<file path="src/sv/spe_pkg.sv">
package spe_pkg;

  localparam int NODE_COUNT_DEF = 16;
  localparam int COST_BITS_DEF  = 8;
  localparam int MAX_RESULTS    = 16;
  localparam int DIST_BITS      = 12;
  localparam int NODE_FLD_BITS  = 4;
  localparam int COST_FLD_BITS  = 8;
  localparam logic [DIST_BITS-1:0] DIST_MAX = '1;

  // command codes carried on in_tuser
  localparam logic CMD_WRITE = 1'b0;
  localparam logic CMD_SOLVE = 1'b1;

endpackage

</file>
<file path="src/sv/spe_ram.sv">
module spe_ram #(
  parameter int WIDTH = 8,
  parameter int DEPTH = 16
) (
  input  logic                     clk,
  input  logic                     we,
  input  logic [$clog2(DEPTH)-1:0] waddr,
  input  logic [WIDTH-1:0]         wdata,
  input  logic [$clog2(DEPTH)-1:0] raddr,
  output logic [WIDTH-1:0]         rdata
);

  logic [WIDTH-1:0] mem_r [DEPTH];

  always_ff @(posedge clk) begin
    if (we) begin
      mem_r[waddr] <= wdata;
    end
    rdata <= mem_r[raddr];
  end

endmodule

</file>
<file path="src/sv/shortest_path_engine.sv">
// edge write: S_EW1 and S_EW2 store the cost in both directions of the cost memory
// solve: alternating selection scans and relax passes settle nodes, a parent walk stacks the path,
// then the path nodes are sent from start to end, each held while the output stalls
// throughput: one item at a time, set by the one-entry-per-cycle selection scans and relax passes
// reset: synchronous active low; afterwards a clearing pass over all NODE_COUNT*NODE_COUNT
// entries zeroes the cost memory while in_tready stays low
module shortest_path_engine
  import spe_pkg::*;
#(
  parameter int NODE_COUNT = NODE_COUNT_DEF,
  parameter int COST_BITS  = COST_BITS_DEF
) (
  input  logic        clk,
  input  logic        rst_n,
  input  logic        in_tvalid,
  output logic        in_tready,
  input  logic [15:0] in_tdata,   // first_node[3:0], second_node[7:4], edge_cost[15:8]
  input  logic        in_tuser,   // command
  output logic        out_tvalid,
  input  logic        out_tready,
  output logic [15:0] out_tdata,  // path_node[3:0], total_distance[15:4]
  output logic        out_tuser,  // found
  output logic        out_tlast   // last
);

  localparam int NW = $clog2(NODE_COUNT);
  localparam int EDEPTH = NODE_COUNT * NODE_COUNT;
  localparam int AW = $clog2(EDEPTH);
  localparam int SW = 17;

  typedef enum logic [3:0] {
    S_CLEAR, S_IDLE, S_EW1, S_EW2, S_INIT, S_SCAN, S_RELAX,
    S_WRD, S_WST, S_ORD, S_OGET, S_OSHOW
  } state_t;

  state_t state_r;

  // sweep counter for the clearing pass
  logic [AW:0]            clr_cnt_r;
  // latched command operands
  logic [NW-1:0]          a_r, b_r;
  logic [COST_BITS-1:0]   cost_r;
  // node flags, one bit per node
  logic [NODE_COUNT-1:0]  reached_r, settled_r;
  // scan / relax pipeline: issue counter and compare stage
  logic [NW:0]            cnt_r;
  logic                   pv_r;
  logic [NW-1:0]          pidx_r;
  // current best candidate of a selection scan, then the node being relaxed
  logic                   best_vld_r;
  logic [NW-1:0]          best_r;
  logic [DIST_BITS-1:0]   best_dist_r;
  // parent walk and output
  logic [NW-1:0]          cur_r;
  logic [NW:0]            len_r;
  logic [NW-1:0]          ok_r;
  logic [DIST_BITS-1:0]   total_r;

  logic                   out_vld_r;
  logic [NODE_FLD_BITS-1:0] out_node_r;
  logic [DIST_BITS-1:0]   out_dist_r;
  logic                   out_found_r, out_last_r;

  // memory ports
  logic                   e_we;
  logic [AW-1:0]          e_waddr, e_raddr;
  logic [COST_BITS-1:0]   e_wdata, e_rdata;
  logic                   d_we;
  logic [NW-1:0]          d_waddr, d_raddr;
  logic [DIST_BITS-1:0]   d_wdata, d_rdata;
  logic [NW-1:0]          p_wdata, p_rdata;
  logic [NW-1:0]          q_rdata;

  logic                   in_xfer, out_xfer;
  logic [NODE_FLD_BITS-1:0] in_a, in_b;
  logic                   a_ok, b_ok;
  logic [SW-1:0]          sum;
  logic [DIST_BITS-1:0]   d_sat;
  logic                   relax_hit, scan_cand;
  logic                   issuing;

  assign in_tready  = (state_r == S_IDLE);
  assign in_xfer    = in_tvalid && in_tready;
  assign out_xfer   = out_vld_r && out_tready;
  assign out_tvalid = out_vld_r;
  assign out_tdata  = {out_dist_r, out_node_r};
  assign out_tuser  = out_found_r;
  assign out_tlast  = out_last_r;

  assign in_a = in_tdata[3:0];
  assign in_b = in_tdata[7:4];
  assign a_ok = 7'(in_a) < 7'(NODE_COUNT);
  assign b_ok = 7'(in_b) < 7'(NODE_COUNT);

  assign issuing = (cnt_r != (NW+1)'(NODE_COUNT));

  // saturating path sum through the node being relaxed
  assign sum   = SW'(best_dist_r) + SW'(e_rdata);
  assign d_sat = (sum > SW'(DIST_MAX)) ? DIST_MAX : sum[DIST_BITS-1:0];

  assign relax_hit = (state_r == S_RELAX) && pv_r && (e_rdata != '0) && !settled_r[pidx_r]
                     && (!reached_r[pidx_r] || d_sat < d_rdata);
  assign scan_cand = (state_r == S_SCAN) && pv_r && reached_r[pidx_r] && !settled_r[pidx_r]
                     && (!best_vld_r || d_rdata < best_dist_r);

  always_comb begin
    e_we    = (state_r == S_CLEAR) || (state_r == S_EW1) || (state_r == S_EW2);
    e_wdata = (state_r == S_CLEAR) ? '0 : cost_r;
    unique case (state_r)
      S_CLEAR: e_waddr = clr_cnt_r[AW-1:0];
      S_EW1:   e_waddr = AW'(a_r) * AW'(NODE_COUNT) + AW'(b_r);
      default: e_waddr = AW'(b_r) * AW'(NODE_COUNT) + AW'(a_r);
    endcase
    e_raddr = AW'(best_r) * AW'(NODE_COUNT) + AW'(cnt_r[NW-1:0]);

    d_we    = (state_r == S_INIT) || relax_hit;
    d_waddr = (state_r == S_INIT) ? a_r : pidx_r;
    d_wdata = (state_r == S_INIT) ? '0 : d_sat;
    p_wdata = (state_r == S_INIT) ? a_r : best_r;
    d_raddr = (state_r == S_SCAN || state_r == S_RELAX) ? cnt_r[NW-1:0] : cur_r;
  end

  spe_ram #(.WIDTH(COST_BITS), .DEPTH(EDEPTH)) u_edge_ram (
    .clk(clk), .we(e_we), .waddr(e_waddr), .wdata(e_wdata),
    .raddr(e_raddr), .rdata(e_rdata)
  );

  spe_ram #(.WIDTH(DIST_BITS), .DEPTH(NODE_COUNT)) u_dist_ram (
    .clk(clk), .we(d_we), .waddr(d_waddr), .wdata(d_wdata),
    .raddr(d_raddr), .rdata(d_rdata)
  );

  spe_ram #(.WIDTH(NW), .DEPTH(NODE_COUNT)) u_parent_ram (
    .clk(clk), .we(d_we), .waddr(d_waddr), .wdata(p_wdata),
    .raddr(cur_r), .rdata(p_rdata)
  );

  // path stack, filled from the end node back to the start
  spe_ram #(.WIDTH(NW), .DEPTH(NODE_COUNT)) u_path_ram (
    .clk(clk), .we(state_r == S_WST), .waddr(len_r[NW-1:0]), .wdata(cur_r),
    .raddr(ok_r), .rdata(q_rdata)
  );

  always_ff @(posedge clk) begin
    if (!rst_n) begin
      state_r    <= S_CLEAR;
      clr_cnt_r  <= '0;
      out_vld_r  <= 1'b0;
      reached_r  <= '0;
      settled_r  <= '0;
      pv_r       <= 1'b0;
      cnt_r      <= '0;
      best_vld_r <= 1'b0;
    end else begin
      unique case (state_r)
        S_CLEAR: begin
          clr_cnt_r <= clr_cnt_r + 1'b1;
          if (clr_cnt_r == (AW+1)'(EDEPTH - 1)) state_r <= S_IDLE;
        end
        S_IDLE: begin
          if (in_xfer) begin
            a_r    <= NW'(in_a);
            b_r    <= NW'(in_b);
            cost_r <= COST_BITS'(in_tdata[15:8]);
            if (in_tuser == CMD_WRITE) begin
              if (a_ok && b_ok) state_r <= S_EW1;
            end else if (!a_ok || !b_ok || in_a == in_b) begin
              out_vld_r   <= 1'b1;
              out_node_r  <= '0;
              out_dist_r  <= '0;
              out_found_r <= 1'b0;
              out_last_r  <= 1'b1;
              state_r     <= S_OSHOW;
            end else begin
              state_r <= S_INIT;
            end
          end
        end
        S_EW1: state_r <= S_EW2;
        S_EW2: state_r <= S_IDLE;
        S_INIT: begin
          // only the start node is reached
          reached_r        <= NODE_COUNT'(1) << a_r;
          settled_r        <= '0;
          cnt_r            <= '0;
          pv_r             <= 1'b0;
          best_vld_r       <= 1'b0;
          state_r          <= S_SCAN;
        end
        S_SCAN: begin
          if (issuing) begin
            pv_r   <= 1'b1;
            pidx_r <= cnt_r[NW-1:0];
            cnt_r  <= cnt_r + 1'b1;
          end else begin
            pv_r <= 1'b0;
          end
          if (scan_cand) begin
            best_vld_r  <= 1'b1;
            best_r      <= pidx_r;
            best_dist_r <= d_rdata;
          end
          if (!issuing && !pv_r) begin
            cnt_r <= '0;
            if (best_vld_r) begin
              settled_r[best_r] <= 1'b1;
              state_r           <= S_RELAX;
            end else if (reached_r[b_r]) begin
              cur_r   <= b_r;
              len_r   <= '0;
              state_r <= S_WRD;
            end else begin
              out_vld_r   <= 1'b1;
              out_node_r  <= '0;
              out_dist_r  <= '0;
              out_found_r <= 1'b0;
              out_last_r  <= 1'b1;
              state_r     <= S_OSHOW;
            end
          end
        end
        S_RELAX: begin
          if (issuing) begin
            pv_r   <= 1'b1;
            pidx_r <= cnt_r[NW-1:0];
            cnt_r  <= cnt_r + 1'b1;
          end else begin
            pv_r <= 1'b0;
          end
          if (relax_hit) reached_r[pidx_r] <= 1'b1;
          if (!issuing && !pv_r) begin
            cnt_r      <= '0;
            best_vld_r <= 1'b0;
            state_r    <= S_SCAN;
          end
        end
        S_WRD: state_r <= S_WST;
        S_WST: begin
          if (len_r == '0) total_r <= d_rdata;
          len_r <= len_r + 1'b1;
          if (cur_r == a_r) begin
            if (32'(len_r) + 32'd1 > 32'(MAX_RESULTS)) begin
              out_vld_r   <= 1'b1;
              out_node_r  <= '0;
              out_dist_r  <= '0;
              out_found_r <= 1'b0;
              out_last_r  <= 1'b1;
              state_r     <= S_OSHOW;
            end else begin
              ok_r    <= len_r[NW-1:0];
              state_r <= S_ORD;
            end
          end else if (len_r + 1'b1 == (NW+1)'(NODE_COUNT)) begin
            // walk ran out of nodes without meeting the start
            out_vld_r   <= 1'b1;
            out_node_r  <= '0;
            out_dist_r  <= '0;
            out_found_r <= 1'b0;
            out_last_r  <= 1'b1;
            state_r     <= S_OSHOW;
          end else begin
            cur_r   <= p_rdata;
            state_r <= S_WRD;
          end
        end
        // path stack read address settles here, data arrives next cycle
        S_ORD: state_r <= S_OGET;
        S_OGET: begin
          state_r <= S_OSHOW;
          out_vld_r   <= 1'b1;
          out_node_r  <= NODE_FLD_BITS'(q_rdata);
          out_dist_r  <= total_r;
          out_found_r <= 1'b1;
          out_last_r  <= (ok_r == '0);
        end
        S_OSHOW: begin
          if (out_xfer) begin
            out_vld_r <= 1'b0;
            if (out_last_r) begin
              state_r <= S_IDLE;
            end else begin
              ok_r    <= ok_r - 1'b1;
              state_r <= S_ORD;
            end
          end
        end
        default: state_r <= S_IDLE;
      endcase
    end
  end

endmodule

</file>
<file path="config.mk">
export PLATFORM = sky130hd
export DESIGN_NAME = shortest_path_engine
export DESIGN_NICKNAME = d
export VERILOG_FILES = /design/src/sv/spe_pkg.sv /design/src/sv/spe_ram.sv /design/src/sv/shortest_path_engine.sv
export SDC_FILE = /design/constraint.sdc
export NUM_CORES = 2
export LEC_CHECK = 0
export ABC_AREA = 1
export BUFFER_PORTS_ARGS = -buffer_cell sky130_fd_sc_hd__buf_2
export CAP_MARGIN = 15
export CORE_UTILIZATION = 68
export CTS_CLUSTER_DIAMETER = 80
export DETAILED_ROUTE_END_ITERATION = 10
export GPL_TIMING_DRIVEN = 1
export PLACE_DENSITY = 0.81
export SLEW_MARGIN = 20
export SYNTH_ARGS = -nofsm -noshare
export SYNTH_HDL_FRONTEND = slang
export SYNTH_HIERARCHICAL = 1
export SYNTH_SLANG_ARGS = --single-unit
export TNS_END_PERCENT = 10
</file>
<file path="constraint.sdc">
create_clock -name clk -period 17.4 [get_ports clk]
set_input_delay 0.87 -clock clk [delete_from_list [all_inputs] [get_ports clk]]
set_output_delay 0.87 -clock clk [all_outputs]
set_load 0.05 [all_outputs]
</file>
==> results.rst <==
.. list-table::
   :header-rows: 1

   * - Metric
     - Value
   * - Clock buffer count from CTS
     - approximately 230
   * - Count of pins over their slew limit
     - 0
   * - Count of hold-fix buffers inserted at cts
     - 0
   * - Destination of the worst register-to-register timing path
     - u_dist_ram/mem_r[15][11]
   * - Seq/Total Area, Yosys
     - 0.712
   * - DIE WIDTH
     - 396 um
   * - Total die area
     - around 0.16 mm2
   * - Total number of clock tree sinks
     - 2,528
   * - Number of failing setup endpoints in the final timing report
     - 0
   * - Buffer levels on the longest clock path
     - 3
   * - Cell taking the most area after synthesis
     - edfxtp_1
   * - Wire length per cell after detailed routing
     - approximately 24 um
   * - Total core area
     - 0.154 mm2
   * - Clock network latency to the later pin of the worst-skew pair
     - a little under 900 ps
   * - Post-synthesis cell area
     - 0.105 mm2
   * - Clock transition time at the flip-flop clock pins of the worst setup and hold paths
     - ~60 ps
   * - Synthesis-stage register bit count
     - 2,528
   * - Clock tree from TritonCTS
     - yes
   * - Most used routing layer
     - met2
   * - Met3 track utilization from global routing
     - 0.0764
   * - Areal power density over the cells
     - 102 mW/mm2
   * - Starting density of the core
     - 0.685
   * - Layout area overhead
     - 7.80%
   * - Fin crit period
     - approximately 5800 ps
   * - Sort of element at the start of the critical path
     - flop
   * - Global-route wire length before repair
     - 404,000 um
   * - Largest net degree at the start of global routing
     - around 220
   * - Height of the die
     - 396 um
   * - Gpl congestion
     - 0.920
   * - Vias in the first global route
     - 69,400
   * - Tightest Pin Transition
     - 1180 ps
   * - Yosys warning count
     - 6
   * - Final HPWL from detailed placement
     - 150,000 um
   * - Leakage power
     - between 40 and 50 nW
   * - Fraction of synthesized cell area taken by the top area cell type
     - 0.697
   * - Nets in the synthesized netlist
     - 9,417
   * - Post-CTS setup buffer count
     - 0
   * - Post-Route Skew
     - roughly 45 ps
   * - Number of gates resized after CTS
     - 0
   * - Maximum clock frequency
     - 173 MHz
   * - Layout cell share with drive strength beyond 1
     - 0.0574
   * - Count of buffers inserted at the top-level ports
     - 40
   * - Status
     - finished clean
   * - Overall global routing resource usage
     - 0.340
   * - Number of primary I/O pins
     - just over 40
   * - Start point of the critical path
     - best_dist_r[0]
   * - Worst slack on hold paths
     - 175 ps
   * - Number of antenna violations at the first check in global routing
     - 8
   * - Final-stage net count
     - just over 9,000
   * - Leading cell type in the layout, fill and taps excluded
     - nand2_1
   * - Slack of the critical path
     - 11,620 ps
   * - Async set-or-reset flop fraction in the synthesized netlist
     - 0
   * - EDFF count, synth
     - 2,447
   * - Number of routed nets with antenna violations
     - 0
   * - Utilization after layout
     - 0.738
   * - Via density per instance
     - 6.37
   * - Arrival time worst endpoint
     - about 6200 ps
   * - Setup crit end
     - u_dist_ram/mem_r[15][11]
   * - Instance count of the mapped netlist
     - 9,357
   * - Highest-count cells in the layout ignoring fill and taps
     - nand2_1, edfxtp_1, nand3_1
   * - Required time worst endpoint
     - 17,850 ps
   * - # DRC
     - 0
   * - Crit Path Category
     - reg2reg
   * - Met1 track demand over resource
     - 0.458
   * - Most used flip-flop cell after synthesis
     - edfxtp_1
   * - Final Hold Viols
     - 0
   * - GR Util met2
     - 0.533
   * - Remaining Overflow, GRT
     - 0
   * - Final TNS setup
     - 0 ps
   * - Synth top area cells
     - edfxtp_1, nand3_1, nand2_1
   * - Startpoint of the lowest-slack register-to-register path
     - best_dist_r[0]
   * - Worst supply voltage drop on vdd
     - 0.000107 V
   * - Logic depth of the worst register-to-register path
     - 23
   * - Level count of the clock H-tree
     - 4
   * - Drt first-iter violations
     - approximately 11,000
   * - Largest fanout of any net on the critical path
     - 33
   * - Router iterations before antenna repair
     - 7
   * - RSZ-0062 raised after global routing
     - no
   * - Clock root buffer master
     - clkbuf_16
   * - Number of distinct library cell variants in the gate-level netlist after synthesis
     - 46
   * - Routed WL
     - 268,000 um
   * - Path type of the worst min-delay path
     - in2reg
   * - Period utilisation layout
     - 0.332
   * - Relative slew slack
     - 0.213
   * - Site Rows
     - roughly 140
   * - Max-cap violation count
     - 0
   * - Setup WS pre-CTS
     - 11,800 ps
   * - Setup slack of the most critical reg-to-reg path
     - 11,620 ps
   * - Critical Path End Type
     - flop
   * - Synthesized area per cell
     - ~11 um2
   * - Number of vias after detailed routing
     - between 70,000 and 80,000
## through the flow
| stage | area, um2 | total power, mW | instances |
|---|---|---|---|
| finish | 114000 | 11.6 | 11400 |
| global route | 114000 | 11.8 | 11400 |
| CTS | 114000 | 11.6 | 11400 |
| detailed placement | 106000 | 6.76 | 11000 |
| global placement | 106000 | 6.76 | 11000 |
| floorplan | 105000 | 6.73 | 9357 |
## state kept, by name (all words and copies together), names as in the netlist, 9 cells and up
| name | flops |
|---|---|
| best_dist_r | 12 |
| clr_cnt_r | 9 |
| out_dist_r | 12 |
| reached_r | 16 |
| settled_r | 16 |
| total_r | 12 |
| u_dist_ram/mem_r | 192 |
| u_dist_ram/rdata | 12 |
| u_edge_ram/mem_r | 2048 |
| u_parent_ram/mem_r | 64 |
| u_path_ram/mem_r | 64 |
## kinds of logic after synthesis
group | synth area share
AO/OA/AOI/OAI | 0.0112
XOR/XNOR | 0.00133
adder cells (fa/ha/maj) | 0.00470
buffers and inverters | 0.0456
flip-flops | 0.712
AND/OR/NAND/NOR | 0.225
## cell type report
class | count | area (um2)
clock inverters | 135 | 1190
diodes | 5 | 12.5
well taps | 2044 | 2560
flip-flops and latches | 2528 | 75100
repair buffers | 146 | 1100
fillers | 9614 | 40400
clock buffers | 291 | 6160
inverters | 481 | 1850
multi-input cells | 5777 | 25700
## critical path, stage by stage (launching register included)
cell	delay (ps)
edfxtp_1	350
ha_1	190
inv_1	60
fa_1	360
inv_1	80
nand2_1	60
o21ai_1	250
a21oi_1	150
o21ai_0	340
inv_1	100
o21ai_0	280
nand3_1	120
ha_1	290
nand2_1	90
inv_1	40
nand3_1	80
inv_1	50
a21oi_1	140
nand2_1	110
nand2_1	90
nand2_2	350
nand2_1	660
nand3_1	280
nor2_1	840
## synth_stat cells, drive strengths merged, types with 9 or more instances
master / n
nand2: 2716
edfxtp: 2447
nand3: 2319
inv: 479
nor2: 445
buf: 435
clkbuf: 136
a21oi: 96
dfxtp: 81
o21ai: 48
ha: 38
nor3: 18
o22ai: 16
o221ai: 13
xor2: 11
o211ai: 10
a22oi: 9
nand4: 9
## power breakdown
group | switching, mW | total (mW) | internal, mW
clock network | 2.18 | 4.93 | 2.75
logic | 0.0431 | 0.0526 | 0.00947
registers | 0.00206 | 6.58 | 6.58
## per-layer routing
| layer | routed length, um | vias to the layer above |
|---|---|---|
| met2 | 126000 | 5249 |
| met1 | 95000 | 34400 |
| met3 | 35100 | 832 |
| met5 | 44 | - |
| met4 | 12600 | 6 |
| li1 | - | 32100 |
## how the worst min path moves through the flow
| stage | startpoint | to | slack, ps | cells past startpoint |
|---|---|---|---|---|
| after floorplan | settled_r[13] | settled_r[13] | 430 | 2 |
| after global placement | settled_r[5] | settled_r[5] | 440 | 2 |
| after detailed placement | settled_r[6] | settled_r[6] | 450 | 2 |
| after CTS | in_tdata[8] | cost_r[0] | 130 | 1 |
| after global routing | in_tdata[8] | cost_r[0] | 160 | 1 |
| final | in_tdata[8] | cost_r[0] | 180 | 1 |
Note: power is estimated with default switching activity, not from simulation.
